File: src/ps2kc_pkg.sv
// ----------------------------------------------------------------------------
// PS/2 keyboard controller package
// Shared constants for the PS/2 keyboard and mouse controller: request
// codes, controller commands, status bits and queue sizes.
// ----------------------------------------------------------------------------
package ps2kc_pkg;

    // Queue depths and the widths that follow from them.
    localparam int RESP_DEPTH = 4;
    localparam int KBD_DEPTH  = 16;
    localparam int AUX_DEPTH  = 16;

    localparam int RESP_AW = (RESP_DEPTH > 1) ? $clog2(RESP_DEPTH) : 1;
    localparam int KBD_AW  = $clog2(KBD_DEPTH);
    localparam int AUX_AW  = $clog2(AUX_DEPTH);
    localparam int RESP_CW = $clog2(RESP_DEPTH + 1);
    localparam int KBD_CW  = $clog2(KBD_DEPTH + 1);
    localparam int AUX_CW  = $clog2(AUX_DEPTH + 1);

    typedef logic [2:0] cmd_t;
    typedef logic [7:0] byte_t;
    typedef logic [1:0] target_t;
    typedef logic [1:0] err_t;
    typedef logic [1:0] prefix_t;

    // Request codes.
    localparam cmd_t CMD_READ_DATA   = 3'd0;
    localparam cmd_t CMD_READ_STATUS = 3'd1;
    localparam cmd_t CMD_WRITE_DATA  = 3'd2;
    localparam cmd_t CMD_WRITE_CMD   = 3'd3;
    localparam cmd_t CMD_KBD_BYTE    = 3'd4;
    localparam cmd_t CMD_AUX_BYTE    = 3'd5;

    // Controller commands.
    localparam byte_t CC_READ_MODE  = 8'h20;
    localparam byte_t CC_WRITE_MODE = 8'h60;
    localparam byte_t CC_SELF_TEST  = 8'hAA;
    localparam byte_t CC_KBD_TEST   = 8'hAB;
    localparam byte_t CC_WRITE_AUX  = 8'hD4;

    localparam byte_t RESP_SELF_TEST_OK = 8'h55;
    localparam byte_t RESP_KBD_TEST_OK  = 8'h00;

    // Status and mode bits.
    localparam byte_t STAT_OUT_FULL = 8'h01;
    localparam byte_t STAT_AUX_DATA = 8'h20;
    localparam int    MODE_KBD_IRQ  = 0;
    localparam int    MODE_AUX_IRQ  = 1;

    localparam prefix_t PFX_NONE = 2'd0;
    localparam prefix_t PFX_MODE = 2'd1;
    localparam prefix_t PFX_AUX  = 2'd2;

    localparam target_t TGT_NONE = 2'd0;
    localparam target_t TGT_KBD  = 2'd1;
    localparam target_t TGT_AUX  = 2'd2;

    localparam err_t ERR_OK      = 2'd0;
    localparam err_t ERR_UNKNOWN = 2'd1;
    localparam err_t ERR_FULL    = 2'd2;

endpackage

File: src/ps2_keyboard_controller_unit.sv
// ----------------------------------------------------------------------------
// PS/2 keyboard controller unit
// Host data/status port handling, controller command decode, response queue,
// keyboard and mouse byte FIFOs and the single output latch.
// ----------------------------------------------------------------------------
//
//  Channel | Signals                                       | Direction
//  --------+-----------------------------------------------+----------
//  in      | in_valid, in_stall, command, data_byte        | request in
//  out     | out_valid, out_stall, read_value, kbd_irq,    | result out
//          | aux_irq, device_write_target,                 |
//          | device_write_byte, error_code                 |
//
// Every request is decoded and all state is updated at the edge that accepts it,
// and its result lands in the output register.
// A new request is accepted every cycle while the output register is empty
// or being drained; in_stall rises only when a result waits under out_stall.
// Reset clears the mode byte, prefix, latch and all queue counts.
// ----------------------------------------------------------------------------
module ps2_keyboard_controller_unit
(
    input  logic               clk,
    input  logic               rst_n,
    input  logic               in_valid,
    output logic               in_stall,
    input  ps2kc_pkg::cmd_t    command,
    input  ps2kc_pkg::byte_t   data_byte,
    output logic               out_valid,
    input  logic               out_stall,
    output ps2kc_pkg::byte_t   read_value,
    output logic               kbd_irq,
    output logic               aux_irq,
    output ps2kc_pkg::target_t device_write_target,
    output ps2kc_pkg::byte_t   device_write_byte,
    output ps2kc_pkg::err_t    error_code
);
    import ps2kc_pkg::*;

    logic in_accept;

    // Controller state.
    byte_t   mode_reg, mode_next;
    prefix_t prefix_reg, prefix_next;
    byte_t   latch_byte_reg, latch_byte_next;
    logic    latch_full_reg, latch_full_next;
    logic    latch_aux_reg, latch_aux_next;

    // Queues.
    byte_t              resp_mem_reg [RESP_DEPTH];
    logic [RESP_AW-1:0] resp_head_reg, resp_head_next;
    logic [RESP_AW-1:0] resp_tail_reg, resp_tail_next;
    logic [RESP_CW-1:0] resp_count_reg, resp_count_next;
    byte_t              kbd_mem_reg [KBD_DEPTH];
    logic [KBD_AW-1:0]  kbd_head_reg, kbd_head_next;
    logic [KBD_AW-1:0]  kbd_tail_reg, kbd_tail_next;
    logic [KBD_CW-1:0]  kbd_count_reg, kbd_count_next;
    byte_t              aux_mem_reg [AUX_DEPTH];
    logic [AUX_AW-1:0]  aux_head_reg, aux_head_next;
    logic [AUX_AW-1:0]  aux_tail_reg, aux_tail_next;
    logic [AUX_CW-1:0]  aux_count_reg, aux_count_next;

    // Output register.
    logic    out_valid_reg, out_valid_next;
    byte_t   rd_reg, rd_next;
    logic    kirq_reg, kirq_next;
    logic    airq_reg, airq_next;
    target_t tgt_reg, tgt_next;
    byte_t   wb_reg, wb_next;
    err_t    err_reg, err_next;

    // Combinational decode.
    logic  do_load;
    logic  resp_req, kbd_req, aux_req;
    logic  resp_push, kbd_push, aux_push;
    logic  resp_pop, kbd_pop, aux_pop;
    byte_t resp_push_byte;
    byte_t resp_front, kbd_front, aux_front;

    assign in_stall  = out_valid_reg && out_stall;
    assign in_accept = in_valid && !in_stall;

    always_comb
    begin
        mode_next       = mode_reg;
        prefix_next     = prefix_reg;
        latch_byte_next = latch_byte_reg;
        latch_full_next = latch_full_reg;
        latch_aux_next  = latch_aux_reg;
        rd_next         = '0;
        tgt_next        = TGT_NONE;
        wb_next         = '0;
        err_next        = ERR_OK;
        kirq_next       = 1'b0;
        airq_next       = 1'b0;
        do_load         = 1'b1;
        resp_req        = 1'b0;
        kbd_req         = 1'b0;
        aux_req         = 1'b0;
        resp_push_byte  = RESP_KBD_TEST_OK;
        resp_pop        = 1'b0;
        kbd_pop         = 1'b0;
        aux_pop         = 1'b0;

        case (command)
            CMD_READ_DATA:
            begin
                rd_next         = latch_full_reg ? latch_byte_reg : '0;
                latch_full_next = 1'b0;
            end
            CMD_READ_STATUS:
            begin
                if (latch_full_reg)
                begin
                    rd_next = latch_aux_reg ? (STAT_OUT_FULL | STAT_AUX_DATA)
                                            : STAT_OUT_FULL;
                end
                do_load = 1'b0;
            end
            CMD_WRITE_DATA:
            begin
                if (prefix_reg == PFX_MODE)
                begin
                    mode_next   = data_byte;
                    prefix_next = PFX_NONE;
                end
                else if (prefix_reg == PFX_AUX)
                begin
                    tgt_next    = TGT_AUX;
                    wb_next     = data_byte;
                    prefix_next = PFX_NONE;
                end
                else
                begin
                    tgt_next = TGT_KBD;
                    wb_next  = data_byte;
                end
            end
            CMD_WRITE_CMD:
            begin
                case (data_byte)
                    CC_READ_MODE:
                    begin
                        resp_req       = 1'b1;
                        resp_push_byte = mode_reg;
                    end
                    CC_WRITE_MODE: prefix_next = PFX_MODE;
                    CC_SELF_TEST:
                    begin
                        resp_req       = 1'b1;
                        resp_push_byte = RESP_SELF_TEST_OK;
                    end
                    CC_KBD_TEST:
                    begin
                        resp_req       = 1'b1;
                        resp_push_byte = RESP_KBD_TEST_OK;
                    end
                    CC_WRITE_AUX:  prefix_next = PFX_AUX;
                    default:       err_next = ERR_UNKNOWN;
                endcase
            end
            CMD_KBD_BYTE: kbd_req = 1'b1;
            CMD_AUX_BYTE: aux_req = 1'b1;
            default:      do_load = 1'b0;
        endcase

        resp_push = resp_req && (resp_count_reg != RESP_CW'(RESP_DEPTH));
        kbd_push  = kbd_req && (kbd_count_reg != KBD_CW'(KBD_DEPTH));
        aux_push  = aux_req && (aux_count_reg != AUX_CW'(AUX_DEPTH));
        if ((resp_req && !resp_push) || (kbd_req && !kbd_push) || (aux_req && !aux_push))
        begin
            err_next = ERR_FULL;
        end

        // A byte pushed into an empty queue can be popped at once.
        resp_front = (resp_count_reg != '0) ? resp_mem_reg[resp_head_reg] : resp_push_byte;
        kbd_front  = (kbd_count_reg != '0) ? kbd_mem_reg[kbd_head_reg] : data_byte;
        aux_front  = (aux_count_reg != '0) ? aux_mem_reg[aux_head_reg] : data_byte;

        if (do_load && !latch_full_next)
        begin
            if (resp_count_reg != '0 || resp_push)
            begin
                resp_pop        = 1'b1;
                latch_byte_next = resp_front;
                latch_full_next = 1'b1;
                latch_aux_next  = 1'b0;
                kirq_next       = mode_next[MODE_KBD_IRQ];
            end
            else if (kbd_count_reg != '0 || kbd_push)
            begin
                kbd_pop         = 1'b1;
                latch_byte_next = kbd_front;
                latch_full_next = 1'b1;
                latch_aux_next  = 1'b0;
                kirq_next       = mode_next[MODE_KBD_IRQ];
            end
            else if (aux_count_reg != '0 || aux_push)
            begin
                aux_pop         = 1'b1;
                latch_byte_next = aux_front;
                latch_full_next = 1'b1;
                latch_aux_next  = 1'b1;
                airq_next       = mode_next[MODE_AUX_IRQ];
            end
        end

        resp_count_next = resp_count_reg + RESP_CW'(resp_push) - RESP_CW'(resp_pop);
        kbd_count_next  = kbd_count_reg + KBD_CW'(kbd_push) - KBD_CW'(kbd_pop);
        aux_count_next  = aux_count_reg + AUX_CW'(aux_push) - AUX_CW'(aux_pop);

        resp_head_next = resp_head_reg;
        resp_tail_next = resp_tail_reg;
        kbd_head_next  = kbd_head_reg;
        kbd_tail_next  = kbd_tail_reg;
        aux_head_next  = aux_head_reg;
        aux_tail_next  = aux_tail_reg;
        if (resp_pop)
        begin
            resp_head_next = (resp_head_reg == RESP_AW'(RESP_DEPTH - 1)) ? '0
                                                                     : resp_head_reg + 1'b1;
        end
        if (resp_push)
        begin
            resp_tail_next = (resp_tail_reg == RESP_AW'(RESP_DEPTH - 1)) ? '0
                                                                     : resp_tail_reg + 1'b1;
        end
        if (kbd_pop)
        begin
            kbd_head_next = (kbd_head_reg == KBD_AW'(KBD_DEPTH - 1)) ? '0 : kbd_head_reg + 1'b1;
        end
        if (kbd_push)
        begin
            kbd_tail_next = (kbd_tail_reg == KBD_AW'(KBD_DEPTH - 1)) ? '0 : kbd_tail_reg + 1'b1;
        end
        if (aux_pop)
        begin
            aux_head_next = (aux_head_reg == AUX_AW'(AUX_DEPTH - 1)) ? '0 : aux_head_reg + 1'b1;
        end
        if (aux_push)
        begin
            aux_tail_next = (aux_tail_reg == AUX_AW'(AUX_DEPTH - 1)) ? '0 : aux_tail_reg + 1'b1;
        end

        out_valid_next = in_accept ? 1'b1 : (out_valid_reg && out_stall);
    end

    always_ff @(posedge clk or negedge rst_n)
    begin
        if (!rst_n)
        begin
            mode_reg       <= '0;
            prefix_reg     <= PFX_NONE;
            latch_full_reg <= 1'b0;
            latch_aux_reg  <= 1'b0;
            latch_byte_reg <= '0;
            resp_head_reg  <= '0;
            resp_tail_reg  <= '0;
            resp_count_reg <= '0;
            kbd_head_reg   <= '0;
            kbd_tail_reg   <= '0;
            kbd_count_reg  <= '0;
            aux_head_reg   <= '0;
            aux_tail_reg   <= '0;
            aux_count_reg  <= '0;
            out_valid_reg  <= 1'b0;
        end
        else
        begin
            out_valid_reg <= out_valid_next;
            if (in_accept)
            begin
                mode_reg       <= mode_next;
                prefix_reg     <= prefix_next;
                latch_full_reg <= latch_full_next;
                latch_aux_reg  <= latch_aux_next;
                latch_byte_reg <= latch_byte_next;
                resp_head_reg  <= resp_head_next;
                resp_tail_reg  <= resp_tail_next;
                resp_count_reg <= resp_count_next;
                kbd_head_reg   <= kbd_head_next;
                kbd_tail_reg   <= kbd_tail_next;
                kbd_count_reg  <= kbd_count_next;
                aux_head_reg   <= aux_head_next;
                aux_tail_reg   <= aux_tail_next;
                aux_count_reg  <= aux_count_next;
            end
        end
    end

    // Queue storage and result payload carry no reset.
    always_ff @(posedge clk)
    begin
        if (in_accept)
        begin
            if (resp_push)
            begin
                resp_mem_reg[resp_tail_reg] <= resp_push_byte;
            end
            if (kbd_push)
            begin
                kbd_mem_reg[kbd_tail_reg] <= data_byte;
            end
            if (aux_push)
            begin
                aux_mem_reg[aux_tail_reg] <= data_byte;
            end
            rd_reg   <= rd_next;
            kirq_reg <= kirq_next;
            airq_reg <= airq_next;
            tgt_reg  <= tgt_next;
            wb_reg   <= wb_next;
            err_reg  <= err_next;
        end
    end

    assign out_valid           = out_valid_reg;
    assign read_value          = rd_reg;
    assign kbd_irq             = kirq_reg;
    assign aux_irq             = airq_reg;
    assign device_write_target = tgt_reg;
    assign device_write_byte   = wb_reg;
    assign error_code          = err_reg;

    // Queue counts never pass their depth.
    assert property (@(posedge clk) disable iff (!rst_n)
        (resp_count_reg <= RESP_CW'(RESP_DEPTH)) && (kbd_count_reg <= KBD_CW'(KBD_DEPTH))
        && (aux_count_reg <= AUX_CW'(AUX_DEPTH)))
    else $error("queue count beyond depth");

    // After any request that loads the latch, an empty latch means every queue is empty.
    assert property (@(posedge clk) disable iff (!rst_n)
        (in_accept && (command == CMD_READ_DATA || command == CMD_WRITE_DATA
            || command == CMD_WRITE_CMD || command == CMD_KBD_BYTE
            || command == CMD_AUX_BYTE))
        |=> (latch_full_reg || (resp_count_reg == '0 && kbd_count_reg == '0
            && aux_count_reg == '0)))
    else $error("latch left empty while a queue holds data");

    // Only one interrupt can be raised per request.
    assert property (@(posedge clk) disable iff (!rst_n)
        out_valid_reg |-> !(kirq_reg && airq_reg))
    else $error("both interrupts raised by one request");

    // A mouse interrupt always comes with a latch byte marked as from the mouse.
    assert property (@(posedge clk) disable iff (!rst_n)
        in_accept && airq_next |=> latch_full_reg && latch_aux_reg)
    else $error("mouse interrupt without mouse byte in latch");

    // A device write never goes out alongside an error.
    assert property (@(posedge clk) disable iff (!rst_n)
        out_valid_reg && (tgt_reg != TGT_NONE) |-> (err_reg == ERR_OK))
    else $error("device write reported with an error");

endmodule

File: config.mk
export PLATFORM = sky130hd
export DESIGN_NAME = ps2_keyboard_controller_unit
export DESIGN_NICKNAME = d
export VERILOG_FILES = /design/src/ps2kc_pkg.sv /design/src/ps2_keyboard_controller_unit.sv
export SDC_FILE = /design/constraint.sdc
export NUM_CORES = 1
export LEC_CHECK = 0
export BUFFER_PORTS_ARGS = -buffer_cell sky130_fd_sc_hd__buf_2
export CAP_MARGIN = 25
export CELL_PAD_IN_SITES_DETAIL_PLACEMENT = 1
export CELL_PAD_IN_SITES_GLOBAL_PLACEMENT = 1
export CORE_UTILIZATION = 50
export CTS_BUF_LIST = sky130_fd_sc_hd__clkbuf_4 sky130_fd_sc_hd__clkbuf_8
export DETAILED_ROUTE_END_ITERATION = 7
export PLACE_DENSITY = 0.76
export REMOVE_ABC_BUFFERS = 1
export SLEW_MARGIN = 20
export SYNTH_ARGS = -nofsm -noshare
export SYNTH_HDL_FRONTEND = slang
export SYNTH_SLANG_ARGS = --single-unit
File: constraint.sdc
create_clock -name clk -period 3.3 [get_ports clk]
set_input_delay 0.33 -clock clk [delete_from_list [all_inputs] [get_ports clk]]
set_output_delay 0.33 -clock clk [all_outputs]
set_load 0.01 [all_outputs]
### Word-level counts from Yosys, hierarchy flattened

Memory sizes are Yosys's and may differ from the RTL's.
Cells that the tools add are included.
W data, S select, Z words.

| storage, ports and cells | value |
|---|---|
| logic and storage cells | 165 |
| input port bits | 15 |
| bits in writable memories | 288 |
| flip-flop bits (word level) | 76 |
| memories | 3 |

Memory list:

| memory | depth | width | rd ports | clocked after Yosys merged registers in | write ports | line | source |
|---|---|---|---|---|---|---|---|
| aux_mem_reg | 16 | 8 | 1 | 0 | 1 | ps2_keyboard_controller_unit.sv:57 | `byte_t aux_mem_reg [AUX_DEPTH];` |
| kbd_mem_reg | 16 | 8 | 1 | 0 | 1 | ps2_keyboard_controller_unit.sv:53 | `byte_t kbd_mem_reg [KBD_DEPTH];` |
| resp_mem_reg | 4 | 8 | 1 | 0 | 1 | ps2_keyboard_controller_unit.sv:49 | `byte_t resp_mem_reg [RESP_DEPTH];` |

| operators by class | value |
|---|---|
| reduce and logical (&&, ||, !) cells | 40 |
| $add $sub $neg | 12 |
| multiplexer cells | 60 |
| bitwise logic cells | 4 |
| eq/ne operators | 23 |

Operators with widths:

| operator | number |
|---|---|
| $mux W8 | 8 |
| $mux W1 | 35 |
| $pmux W8 S2 | 2 |
| $eq A8 B8 Y1 const B | 3 |
| $add A4 B1 Y4 const B | 4 |
| $eq A4 B4 Y1 const B | 4 |
| $mux W4 | 4 |
| $mux W2 | 7 |
| $mux W6 | 2 |
| $reduce_and A2 Y1 | 6 |
| $add A5 B1 Y5 | 2 |
| $ne A5 B5 Y1 const B | 2 |
| $reduce_bool A5 Y1 | 2 |
| $reduce_or A5 Y1 | 2 |
| $sub A5 B1 Y5 | 2 |
| $logic_and A1 B1 Y1 | 9 |
| $eq A8 B6 Y1 const B | 1 |
| $eq A8 B7 Y1 const B | 1 |
| $pmux W2 S2 | 2 |
| $eq A2 B2 Y1 const B | 3 |
| $eq A3 B2 Y1 const B | 2 |
| $eq A3 B3 Y1 const B | 2 |
| $ne A3 B3 Y1 const B | 2 |
| $reduce_and A3 Y1 | 2 |
| other kinds (16) | 30 |

### Depth between registers and ports, before layout

Gate-level depths: netlist of the first run.

| logic depth | value |
|---|---|
| depth in word-level cells | 10 |
| depth in mapped cells | 17 |

### Worst setup path after synthesis of the first run

OpenSTA, ideal clock, no wires.

| timing | value |
|---|---|
| kind | input-to-reg |
| start | in data_byte[7] |
| end | reg kbd_count_reg[4] |
| library setup time | 79 ps |
| setup slack | -281 ps |
| stages | 15 |
| required time | 3,221 ps |
| path buffers | 2 |
| arrival | 3,501 ps |
| cells stage by stage | buf_2 or4_4 a2111oi_4 nand2b_1 buf_2 nor3_1 ha_1 inv_1 ha_1 fa_1 a21oi_1 nor2_1 or3_1 a21oi_1 xor2_1 |

| between the ends | value |
|---|---|
| word-level cells in the longest chain between the ends | 9 |

Ends and longest elaborated chain:

| element | line | source |
|---|---|---|
| from (decl) | ps2_keyboard_controller_unit.sv:27 | `input ps2kc_pkg::byte_t data_byte,` |
| $eq A8 B8 Y1 or $eq A8 B6 Y1 (tied branches) | ps2_keyboard_controller_unit.sv:140 | `case (data_byte)` |
| $reduce_or A3 Y1 (no source line) * | -- |  |
| $mux W1 * | ps2_keyboard_controller_unit.sv:140 |  |
| $mux W1 * | ps2_keyboard_controller_unit.sv:104 | `case (command)` |
| $logic_and A1 B1 Y1 * | ps2_keyboard_controller_unit.sv:166 | `resp_push = resp_req && (resp_count_reg != RESP_CW'(RESP_DEPTH));` |
| $logic_or A1 B1 Y1 * | ps2_keyboard_controller_unit.sv:181 | `if (resp_count_reg != '0 \|\| resp_push)` |
| $mux W1 * | ps2_keyboard_controller_unit.sv:181 |  |
| $mux W1 * | ps2_keyboard_controller_unit.sv:179 | `if (do_load && !latch_full_next)` |
| $sub A5 B1 Y5 * | ps2_keyboard_controller_unit.sv:208 | `kbd_count_next = kbd_count_reg + KBD_CW'(kbd_push) - KBD_CW'(kbd_pop);` |
| to (signal assigned) | ps2_keyboard_controller_unit.sv:282 | `kbd_count_reg <= kbd_count_next;` |
| to (decl) | ps2_keyboard_controller_unit.sv:56 | `logic [KBD_CW-1:0] kbd_count_reg, kbd_count_next;` |

Mark *: on every way between the ends. The rest lies on a longest branch, timed or not.
A chain may end at the register's enable or synchronous reset.

### Worst setup path in the final report of the first run

| timing | value |
|---|---|
| start | reg kbd_count_reg[3] |
| end | reg aux_count_reg[4] |

| between the ends | value |
|---|---|
| word-level cells in the longest chain between the ends | 7 |

Ends and longest elaborated chain:

| element | line | source |
|---|---|---|
| $ne A5 B5 Y1 | ps2_keyboard_controller_unit.sv:167 | `kbd_push = kbd_req && (kbd_count_reg != KBD_CW'(KBD_DEPTH));` |
| $logic_and A1 B1 Y1 | ps2_keyboard_controller_unit.sv:167 |  |
| $logic_or A1 B1 Y1 * | ps2_keyboard_controller_unit.sv:189 | `else if (kbd_count_reg != '0 \|\| kbd_push)` |
| $mux W1 * | ps2_keyboard_controller_unit.sv:189 |  |
| $mux W1 * | ps2_keyboard_controller_unit.sv:181 |  |
| $mux W1 * | ps2_keyboard_controller_unit.sv:179 |  |
| $sub A5 B1 Y5 * | ps2_keyboard_controller_unit.sv:209 | `aux_count_next = aux_count_reg + AUX_CW'(aux_push) - AUX_CW'(aux_pop);` |
| to (signal assigned) | ps2_keyboard_controller_unit.sv:285 | `aux_count_reg <= aux_count_next;` |
| to (decl) | ps2_keyboard_controller_unit.sv:60 | `logic [AUX_CW-1:0] aux_count_reg, aux_count_next;` |

Marks and branches as above.

==> impl_metrics.json, run 1 <==
{
  "status": "finished, final reports clean",
  "cts_made_buffers": 59,
  "layout_common_cells": "edfxtp_1, buf_4, clkbuf_8",
  "clock_latency_ps": 590,
  "final.fill_count": 2778,
  "dieArea_um2": 31500,
  "leakage_nw": 6.35,
  "critPathKind": "flop to flop",
  "period_needed_ps": 3200,
  "rsz0062_at_grt": "true",
  "fin_crit_sh_pct": 97.0,
  "ys_types": 54,
  "cts.sinks": 364,
  "worst-path-buf-inv": 4,
  "synth_edf_count": 310,
  "cp_top_family": "simple AND/OR/NAND/NOR gates",
  "grt_pass1_wl_mm": 58.4,
  "firstDrtPassIters": 5,
  "cts_root_buffer": "clkbuf_8",
  "grt_usage_pct": 25.2,
  "die_x_um": 178,
  "die_h_um": 178,
  "synth_area_um2": 15400,
  "crit_path_end_kind": "flop",
  "setup_viol": 0,
  "wl_mm": 38.2,
  "required_ps": 3810,
  "multi_input_area_um2": 4540,
  "drive_gt1_share_pct": 30.0,
  "post_synth_inst_count": 939,
  "synth_area_leaders": "edfxtp_1, mux4_2, dfrtp_1, ha_1, mux2i_1",
  "p_per_area_nw_per_um2": 681,
  "cp.arrival_ps": 3710,
  "synth_area_per_cell_um2": 16.4,
  "dpl.cell_count": 1413,
  "path_cells": "inv_2, ha_4, or4b_4, nor2_4, nand3b_1, nor3_2, ha_1, inv_1, ha_2, inv_2, fa_2, inv_2, a21oi_2, nor2_1, o21ai_1, a21oi_2, xor2_1",
  "async_reset_ff_share_pct": 14.8,
  "wl_per_cell_um": 24.9,
  "pin_count": 39,
  "drc": 0,
  "tritoncts": "done",
  "crit_path_start_kind": "flop",
  "finalSetupTns_ps": 0,
  "worst_slew_pin_slew_ps": 946,
  "synth_seq_cells": 364,
  "final_nets": 1143,
  "clk_path_buf_depth": 3,
  "synth_largest_area_cell": "edfxtp_1",
  "cts-htree-levels": 2,
  "first_iter_violations": 648,
  "hold_path.class": "input pin to flop",
  "slew_headroom_pct": 35.3,
  "max_freq_mhz": 312,
  "core_um2": 30000,
  "clkSlewWorstSetupHoldPaths_ps": 60,
  "grt_pass1_vias": 9620,
  "dp_hpwl_mm": 25.2,
  "gp_congestion": 0.879,
  "grt_max_degree": 42,
  "cpPeakStageDelay_ps": 500,
  "hold_ws_ps": 116,
  "finalHoldViolations": 0,
  "grt-ovfl-total": 0,
  "synthFlopType": "edfxtp_1",
  "ys_warn_count": 0,
  "critPathMaxFanout": 3,
  "seq_area_frac_synth_pct": 69.2,
  "final_common_cell": "edfxtp_1",
  "fp-row-count": 63,
  "synth_top_area_share_pct": 60.4,
  "instances_no_fill": 1535,
  "ir_worst_vdd_mv": 0.307,
  "antenna_found_initial": 2,
  "max-cap-violations": 0,
  "path_common_cell": "inv_2",
  "via_per_inst": 5.87,
  "vias": 9008,
  "skew_ps": 14.9,
  "start_util_pct": 51.5,
  "area_growth_pct": 16.8,
  "ant_nets": 0,
  "p_total_mw": 12.3,
  "io_buffers": 38,
  "slew_viol_final": 0,
  "ff_latch_area_um2": 10700,
  "worst_path_max_delay_cell": "or4b_4"
}
what timing repair did:
action                                  CTS  global route
endpoints found under the setup margin    2             2
setup buffers                             1             6
cloned                                    0             0
hold endpoints to repair                 25             0
resized for setup                         5            15
hold buffers                              3             0
pin swaps                                 3            12
report_power, final:
group	internal, mW	total (mW)	switching [mW]
Sequential	5.29	5.64	0.357
Combinational	1.20	2.57	1.36
Clock	2.29	4.06	1.77
Total	8.78	12.3	3.49
area by class of cell:
| type | count | area share (%) |
|---|---|---|
| clock buffers | 92 | 6.37 |
| multi-input cells | 506 | 25.2 |
| repair buffers | 135 | 5.28 |
| inverters | 28 | 0.584 |
| diodes | 1 | 0.0139 |
| clock inverters | 19 | 0.653 |
| well taps | 390 | 2.71 |
| flip-flops and latches | 364 | 59.2 |
layer usage:
layer	vias up	track usage [%]	wire length, um
met1	4700	33.3	16000
met3	60	4.46	2010
met4	0	8.48	919
met2	260	42.3	19200
met5	-	0	0
li1	3988	-	-
logic make-up after synthesis:
logic type	Yosys count	share of synthesized area, %
flip-flops	364	69.2
AND/OR/NAND/NOR	214	7.15
AO/OA/AOI/OAI	133	5.85
multiplexers	113	12.5
buffers and inverters	69	1.79
adder cells (fa/ha/maj)	34	2.91
XOR/XNOR	12	0.682
worst register-to-register path: stages (launching register included):
cell,delay [ps]
dfrtp_1,400
inv_2,90
ha_4,130
or4b_4,500
nor2_4,150
nand3b_1,120
nor3_2,170
ha_1,240
inv_1,60
ha_2,180
inv_2,40
fa_2,400
inv_2,70
a21oi_2,50
nor2_1,140
o21ai_1,100
a21oi_2,130
xor2_1,170
Yosys cell counts, types with 13 or more instances:
cell / count
nand3_1: 13
nor2_1: 56
a21oi_1: 28
ha_1: 31
nor3_1: 19
dfrtp_1: 54
edfxtp_1: 310
mux4_2: 61
clkbuf_1: 16
and2_1: 26
mux2i_1: 30
nand2_1: 47
mux2_2: 22
buf_1: 13
a211oi_1: 15
o21ai_0: 24
inv_1: 27
worst paths after layout:
path | startpoint | to | slack, ps | cells after the start
worst max register to register | kbd_count_reg[3]$_DFFE_PN0P_ | aux_count_reg[4]$_DFFE_PN0P_ | 100 | 17
worst min-delay path | command[2] | latch_full_reg$_DFFE_PN0P_ | 120 | 3
min in group asynchronous | rst_n | kbd_count_reg[2]$_DFFE_PN0P_ | 310 | 2
max in group asynchronous | rst_n | mode_reg[0]$_DFFE_PN0P_ | 2060 | 3
worst min register to register | mode_reg[3]$_DFFE_PN0P_ | mode_reg[3]$_DFFE_PN0P_ | 500 | 1
worst max-delay path | kbd_count_reg[3]$_DFFE_PN0P_ | aux_count_reg[4]$_DFFE_PN0P_ | 100 | 17
stage by stage:
stage | cell area (um^2) | utilization, % | setup WS [ps]
2_1_floorplan | 15200 | - | -200
3_5_place_dp | 16600 | 55.4 | -314
3_3_place_gp | 16600 | 55.4 | -258
6_report | 18000 | 60.1 | 98.3
5_1_grt | 18000 | 60.1 | -85.7
4_1_cts | 17900 | 59.8 | 4.87
(Power assumes the default switching activity.)
==> inputs of run 2 (changes only) <==
--- a/config.mk
+++ b/config.mk
@@ -5,11 +5,12 @@
 export SDC_FILE = /design/constraint.sdc
 export NUM_CORES = 1
 export LEC_CHECK = 0
+export ABC_AREA = 1
 export BUFFER_PORTS_ARGS = -buffer_cell sky130_fd_sc_hd__buf_2
 export CAP_MARGIN = 25
 export CELL_PAD_IN_SITES_DETAIL_PLACEMENT = 1
 export CELL_PAD_IN_SITES_GLOBAL_PLACEMENT = 1
-export CORE_UTILIZATION = 50
+export CORE_UTILIZATION = 47
 export CTS_BUF_LIST = sky130_fd_sc_hd__clkbuf_4 sky130_fd_sc_hd__clkbuf_8
 export DETAILED_ROUTE_END_ITERATION = 7
 export PLACE_DENSITY = 0.76
==> run 2 against run 1 <==
Core utilization decreased by 5.0 points. Cell area increased by 2.9%. Global-route usage increased by 0.12 points. Largest cell class unchanged. Register-to-register slack about the same. Sequential share of layout area decreased by 1.6 points. Sequential power decreased by 1%. Sequential cell count unchanged. Non-clock buffer count decreased by 20. Hold slack improved by 6.0 ps. Cell count increased by 39%. Critical path depth increased by 5.
==> impl_metrics.json, run 2 <==
{
  "status": "finished, final reports clean",
  "dp_worst_setup_slack_ps": -41.7,
  "tritoncts": "done",
  "final_util_pct": 55.1,
  "finalHoldViolations": 0,
  "die_h_um": 187,
  "top_usage_layer": "met2",
  "cts.sinks": 364,
  "wl_per_cell_um": 20.5,
  "ant_nets": 0,
  "hold_ws_ps": 122,
  "grt_pass1_wl_mm": 68.5,
  "r2r_slack_ps": 110,
  "io_buffers": 38,
  "leakage_nw": 7.27,
  "via_per_inst": 5.39,
  "required_ps": 3790,
  "synth_area_leaders": "edfxtp_1, dfrtp_1, nor2_1, o21ai_0, nand2_1",
  "cp_top_family": "adder cells",
  "core_um2": 33600,
  "cp.depth": 22,
  "grt_max_degree": 67,
  "p_per_area_nw_per_um2": 727,
  "drc": 0,
  "die_x_um": 187,
  "synth_top_area_share_pct": 57.8,
  "instances_no_fill": 2136,
  "grt_use_met3_pct": 3.75,
  "crit_path_end_kind": "flop",
  "dp_hpwl_mm": 29.0,
  "gp_congestion": 0.810,
  "vias": 11500,
  "worst_slew_pin_slew_ps": 893,
  "slew_headroom_pct": 40.2,
  "antenna_found_initial": 0,
  "critPathMaxFanout": 3,
  "start_util_pct": 47.9,
  "grt-ovfl-total": 0,
  "hold_path.class": "input pin to flop",
  "synth_area_per_cell_um2": 10.6,
  "seq_area_frac_synth_pct": 66.2,
  "critPathKind": "flop to flop",
  "cts-htree-levels": 2,
  "grt_pass1_vias": 12400,
  "dpl.cell_count": 2015,
  "hold_path_depth": 3,
  "grt_usage_pct": 25.3,
  "fin_crit_sh_pct": 96.6,
  "place_area_um2": 17200,
  "worst-path-buf-inv": 7,
  "stdcell_area_um2": 18500,
  "max-cap-violations": 0,
  "pin_count": 39,
  "use_met2_pct": 43.4,
  "dieArea_um2": 35000,
  "cts_root_buffer": "clkbuf_8",
  "firstDrtPassIters": 5,
  "synth_edf_count": 310,
  "setup_viol": 0,
  "worst_path_max_delay_cell": "dfrtp_1",
  "path_common_cell": "inv_1",
  "path_cells": "inv_2, ha_4, inv_2, nor3_4, nand2_2, nor2_4, buf_4, buf_4, inv_1, nand3_2, nor2_1, ha_1, inv_1, ha_2, fa_2, inv_1, o21ai_0, a21oi_1, nand2_1, nand2_1, nor2_1, xor2_1",
  "final_nets": 1688,
  "synthFlopType": "edfxtp_1",
  "first_iter_violations": 894,
  "clk_path_buf_depth": 3,
  "cts_made_buffers": 59,
  "async_reset_ff_share_pct": 14.8,
  "antennaDiodeCount": 0,
  "yosysMostFrequentCell": "nor2_1",
  "clock_latency_ps": 610,
  "cpPeakStageDelay_ps": 390,
  "rsz0062_at_grt": "true",
  "synth_seq_cells": 364,
  "reg2reg_depth": 22,
  "crit_path_start_kind": "flop",
  "slew_viol_final": 0,
  "layout_setup_ws_ps": 113,
  "synth_common_cells": "nor2_1, edfxtp_1, nand2_1, o21ai_0, inv_1",
  "max_freq_mhz": 314,
  "fp-row-count": 67,
  "cp.arrival_ps": 3680,
  "grt.met1_usage_pct": 33.3,
  "ys_types": 42,
  "ir_worst_vdd_mv": 0.540,
  "period_needed_ps": 3190,
  "layout_common_cells": "nor2_1, edfxtp_1, nand2_1",
  "ys_warn_count": 0,
  "drive_gt1_share_pct": 16.1,
  "final_common_cell": "nor2_1",
  "skew_ps": 15.9,
  "synth_area_um2": 16100,
  "wl_mm": 43.9,
  "area_growth_pct": 15.0,
  "clkSlewWorstSetupHoldPaths_ps": 60,
  "synth_largest_area_cell": "edfxtp_1",
  "post_synth_inst_count": 1518
}
==> run 2: cell families after synthesis <==
kind of cell | after synthesis | synth area share, %
xor+xnor | 9 | 0.489
simple gates | 675 | 17.4
mux | 1 | 0.0621
fa+ha+maj | 34 | 2.78
buf+inv | 184 | 4.47
compound gates | 251 | 8.67
flops | 364 | 66.2
==> run 2: area by class of cell <==
type	instances	area [um^2]
Fill cell	3642	15100
Timing Repair Buffer	115	801
Multi-Input combinational cell	970	4800
Clock inverter	24	159
Clock buffer	86	1060
Inverter	129	488
Tap cell	448	561
Sequential cell	364	10700
==> run 2: timing repair <==
item | 4_1_cts | 5_1_grt
endpoints found under the hold margin | 22 | 0
hold buffers | 3 | 0
gates resized for setup | 7 | 12
endpoints found under the setup margin | 1 | 2
buffers inserted | 4 | 4
pin swaps | 4 | 9
==> run 2: worst register-to-register path, stage by stage (launching register included) <==
cell and delay (ps):
dfrtp_1 390, inv_2 100, ha_4 130, inv_2 40, nor3_4 160, nand2_2 110, nor2_4 150, buf_4 130
buf_4 100, inv_1 50, nand3_2 70, nor2_1 50, ha_1 270, inv_1 60, ha_2 190, fa_2 370
inv_1 80, o21ai_0 90, a21oi_1 200, nand2_1 70, nand2_1 60, nor2_1 60, xor2_1 130
==> run 2: through the flow <==
stage | power (mW) | TNS [ps]
finish | 13.5 | 0
global route | 14.2 | -211
CTS | 13.4 | 0
detailed placement | 9.37 | -41.7
global placement | 9.14 | 0
floorplan | 7.89 | -183460
==> run 2: worst paths after layout <==
| path | start | end |
|---|---|---|
| setup reg to reg | kbd_count_reg[2]$_DFFE_PN0P_ | kbd_count_reg[4]$_DFFE_PN0P_ |
| hold / removal | data_byte[3] | device_write_byte[3]$_SDFFCE_PP0P_ |
| hold reg to reg | latch_byte_reg[7]$_DFFE_PN0P_ | latch_byte_reg[7]$_DFFE_PN0P_ |
| max in group asynchronous | rst_n | aux_tail_reg[2]$_DFFE_PN0P_ |
| min in group asynchronous | rst_n | latch_byte_reg[5]$_DFFE_PN0P_ |
| setup / recovery | kbd_count_reg[2]$_DFFE_PN0P_ | kbd_count_reg[4]$_DFFE_PN0P_ |
==> run 2: report_power, final <==
group / internal (mW) / switching [mW] / leakage [nW] / total (mW)
sequential: 5.28 / 0.301 / 3.51 / 5.58
clock: 2.21 / 1.79 / 0.645 / 4.00
combinational: 1.27 / 2.63 / 3.12 / 3.90
==> run 2: routing by layer <==
metal / vias up / share of wire (%)
li1: 5407 / -
met1: 5778 / 44
met2: 244 / 50
met3: 75 / 4.3
met4: 0 / 2.5
met5: - / 0
